==> src/pfrm_pkg.sv <==
// ----------------------------------------------------------------------------
// pfrm_pkg
// Shared types and constants for the first-match packet filter.
// ----------------------------------------------------------------------------
package pfrm_pkg;

    // Default number of rule slots in the table.
    localparam int RULE_SLOTS_DEF = 256;

    // Request operation codes.
    localparam logic OP_ADD   = 1'b0;
    localparam logic OP_CHECK = 1'b1;

    // Result codes.
    localparam logic VERDICT_DENY  = 1'b0;
    localparam logic VERDICT_ALLOW = 1'b1;
    localparam logic STATUS_OK     = 1'b0;
    localparam logic STATUS_FULL   = 1'b1;

    // Controller states.
    typedef enum logic [1:0] {
        ST_IDLE,
        ST_SCAN,
        ST_DONE
    } state_t;

    // One stored rule. A zero in an address, port or protocol field is a wildcard.
    typedef struct packed {
        logic [31:0] src_addr;
        logic [31:0] dst_addr;
        logic [15:0] src_port;
        logic [15:0] dst_port;
        logic [7:0]  proto;
        logic        dir;
        logic        act;
    } rule_t;

    // Packet fields that a check compares against each rule.
    typedef struct packed {
        logic [31:0] src_addr;
        logic [31:0] dst_addr;
        logic [15:0] src_port;
        logic [15:0] dst_port;
        logic [7:0]  proto;
        logic        dir;
    } pkt_key_t;

    // Outcome of comparing one rule against the packet.
    typedef struct packed {
        logic hit;
        logic act;
    } match_t;

endpackage

==> src/pfrm_match.sv <==
// ----------------------------------------------------------------------------
// pfrm_match
// Compares one stored rule against the packet key, honoring wildcard fields.
// ----------------------------------------------------------------------------
module pfrm_match (
    input  pfrm_pkg::rule_t    rule,
    input  pfrm_pkg::pkt_key_t key,
    output pfrm_pkg::match_t   result
);
    import pfrm_pkg::*;

    logic src_addr_ok;
    logic dst_addr_ok;
    logic src_port_ok;
    logic dst_port_ok;
    logic proto_ok;
    logic dir_ok;

    always_comb begin
        src_addr_ok = (rule.src_addr == 32'd0) || (rule.src_addr == key.src_addr);
        dst_addr_ok = (rule.dst_addr == 32'd0) || (rule.dst_addr == key.dst_addr);
        src_port_ok = (rule.src_port == 16'd0) || (rule.src_port == key.src_port);
        dst_port_ok = (rule.dst_port == 16'd0) || (rule.dst_port == key.dst_port);
        proto_ok    = (rule.proto == 8'd0) || (rule.proto == key.proto);
        dir_ok      = (rule.dir == key.dir);
        result.hit  = dir_ok && src_addr_ok && dst_addr_ok && src_port_ok &&
                      dst_port_ok && proto_ok;
        result.act  = rule.act;
    end

endmodule

==> config.mk <==
export PLATFORM = sky130hd
export DESIGN_NAME = pfrm_match
export DESIGN_NICKNAME = d
export VERILOG_FILES = /design/src/pfrm_pkg.sv /design/src/pfrm_match.sv
export SDC_FILE = /design/constraint.sdc
export NUM_CORES = 1
export LEC_CHECK = 0
export ABC_AREA = 1
export BUFFER_PORTS_ARGS = -buffer_cell sky130_fd_sc_hd__buf_4
export CAP_MARGIN = 40
export CELL_PAD_IN_SITES_DETAIL_PLACEMENT = 1
export CELL_PAD_IN_SITES_GLOBAL_PLACEMENT = 2
export CORE_MARGIN = 2
export CORE_UTILIZATION = 15
export DETAILED_ROUTE_END_ITERATION = 8
export MAX_ROUTING_LAYER = met4
export PLACE_DENSITY_LB_ADDON = 0.1
export SYNTH_ARGS = -nofsm -noshare
export SYNTH_HDL_FRONTEND = slang
export SYNTH_SLANG_ARGS = --single-unit
==> constraint.sdc <==
create_clock -name vclk -period 1.4
set_input_delay 0.07 -clock vclk [all_inputs]
set_output_delay 0.07 -clock vclk [all_outputs]
set_load 0.03 [all_outputs]
==> impl_metrics.json <==
{
  "status": "complete, no violations",
  "grt_use_total": 0.125,
  "startpoint_type": "primary input",
  "antenna_found_initial": 0,
  "p_switching_mw": 0.376,
  "synth_warnings": 0,
  "yosys.area.top_type": "nand2_1",
  "vias": 2907,
  "hpwl_um": 8390,
  "place.gp.congestion": 0.783,
  "nClkBuffers": 0,
  "via_per_inst": 3.84,
  "crit_family": "simple AND/OR/NAND/NOR gates",
  "dp_cells": 759,
  "p_per_area_nw_per_um2": 263,
  "crit_type": "in2out",
  "die_x_um": 116,
  "synthMuxAreaShare": 0,
  "area_growth_pct": 98.5,
  "drv_cap": 0,
  "wl_per_cell_um": 11.6,
  "drtAntennaViolNets": 0,
  "synth_top_family_by_area": "simple AND/OR/NAND/NOR gates",
  "crit_arrival_ns": 1.18,
  "drc": 0,
  "drv_slew": 0,
  "synthSimpleGateAreaFrac": 0.532,
  "postSynthCellCount": 379,
  "slowest_delay_ns": 0.29,
  "finalPower_mw": 0.973,
  "p_sw_frac": 0.387,
  "period_share": 0.896,
  "hp-class": "in2out",
  "seq_area_um2": 0,
  "whs_ns": 0.140,
  "yosys.area_share.adder": 0,
  "grt_start_max_net_pins": 4,
  "cp.required_ns": 1.33,
  "placementRows": 40,
  "syn_avg_cell_area_um2": 4.92,
  "start_util": 0.155,
  "period_needed_ns": 1.25,
  "hold_buffers": 0,
  "crit_top_cell": "buf_4",
  "synth_top_area_frac": 0.296,
  "num-fill-cells": 1605,
  "synth.cell_area_um2": 1870,
  "seqPwrFrac": 0,
  "synthXorXnorAreaFrac": 0.357,
  "setup_violations": 0,
  "yosys-top-cells-area": "nand2_1 (30%), xnor2_1 (28%), nor2_1 (16%)",
  "worstSetupEndpointType": "output pin",
  "syn-num-nets": 590,
  "yosysSeqAreaShare": 0,
  "synth_cell_types": 13,
  "p_int_mw": 0.597,
  "path_buf_inv": 3,
  "path_cells": "buf_4 > nor4_2 > buf_4 > nand2_1 > a21oi_2 > nand3_1 > nor2_1 > buf_4",
  "p_leak_nw": 1.94,
  "dpl_cell_area_um2": 3670,
  "fin_cells": 758,
  "rsz0062_at_grt": "false",
  "nets": 803,
  "grt_pass1_wl_um": 13400,
  "die_h_um": 116,
  "path_max_fanout": 2,
  "antenna_cells": 0,
  "firstDrtPassIters": 4,
  "max-slew-margin-rel": 0.757,
  "slowest_stage": "nor4_2",
  "portBuffers": 211,
  "overflow": 0,
  "dieArea_um2": 13300,
  "ir_drop_mv": 0.0730,
  "seq_cell_count": 0,
  "fmax_mhz": 797,
  "drt_iter0_markers": 56,
  "worst_slew_pin_slew_ns": 0.362,
  "synth-compound-area-share": 0.00469,
  "pin_count": 213,
  "grt_pass1_vias": 3109,
  "wl_um": 8820,
  "core_um2": 12100,
  "fin_area_um2": 3700,
  "finish.utilization": 0.307,
  "hold_viol": 0,
  "comb_power_share": 1.000,
  "clkPwrFrac": 0,
  "drive_above_1_share": 0.381
}
cells by family (layout without fill, tap and decap cells):
logic type	after synthesis	count (layout)
simple gates	250	250
xor+xnor	76	76
buf+inv	52	263
compound gates	1	1
cell type report:
| class | instances | area [µm²] | share of cell area |
|---|---|---|---|
| well taps | 168 | 210 | 0.0568 |
| repair buffers | 212 | 1590 | 0.430 |
| multi-input cells | 327 | 1710 | 0.462 |
| inverters | 51 | 191 | 0.0517 |
stage by stage:
step                      setup TNS, ns  setup WS (ns)
after floorplan                       0          0.305
after global placement          -0.0682        -0.0682
after detailed placement        -0.0619        -0.0619
after CTS                             0         0.0299
after global routing                  0       0.000860
final                                 0          0.145
power groups by stage:
stage               logic [mW]  clock network (mW)  registers (mW)
global route              1.09                   0               0
detailed placement       0.977                   0               0
floorplan                0.368                   0               0
CTS                      0.983                   0               0
finish                   0.973                   0               0
global placement         0.957                   0               0
Yosys cell counts:
cell type / count
clkinv_1: 3
nor4_1: 15
nand3_1: 5
buf_4: 1
nor2_1: 78
nor3_1: 2
nand2_1: 147
nand4_1: 3
xor2_1: 17
inv_2: 6
inv_1: 42
xnor2_1: 59
a21oi_2: 1
metal layers:
| layer | GRT usage | up-vias | share of wire |
|---|---|---|---|
| met3 | 0.0178 | 2 | 0.086 |
| met1 | 0.151 | 1226 | 0.43 |
| met2 | 0.232 | 124 | 0.48 |
| met4 | 0.00482 | 0 | 0.0022 |
| li1 | - | 1555 | - |
| met5 | - | - | 0 |
final timing paths:
| path | end | startpoint | slack (ns) | cells past startpoint |
|---|---|---|---|---|
| max | result[1] | rule[6] | 0.15 | 8 |
| min | result[0] | rule[0] | 0.14 | 0 |
repair_timing:
| item | CTS | global route |
|---|---|---|
| buffers inserted | 0 | 0 |
| pin swaps | 0 | 0 |
| endpoints found under the setup margin | 1 | 1 |
| resized for setup | 1 | 6 |
placed cells by master (no fill, tap or decap), drive strengths merged:
cell,count
xor2,17
clkinv,3
buf,212
nand4,3
nand3,5
nand2,147
nor4,15
xnor2,59
a21oi,1
inv,48
nor3,2
nor2,78
No activity file was read; power rests on OpenSTA's default activity.
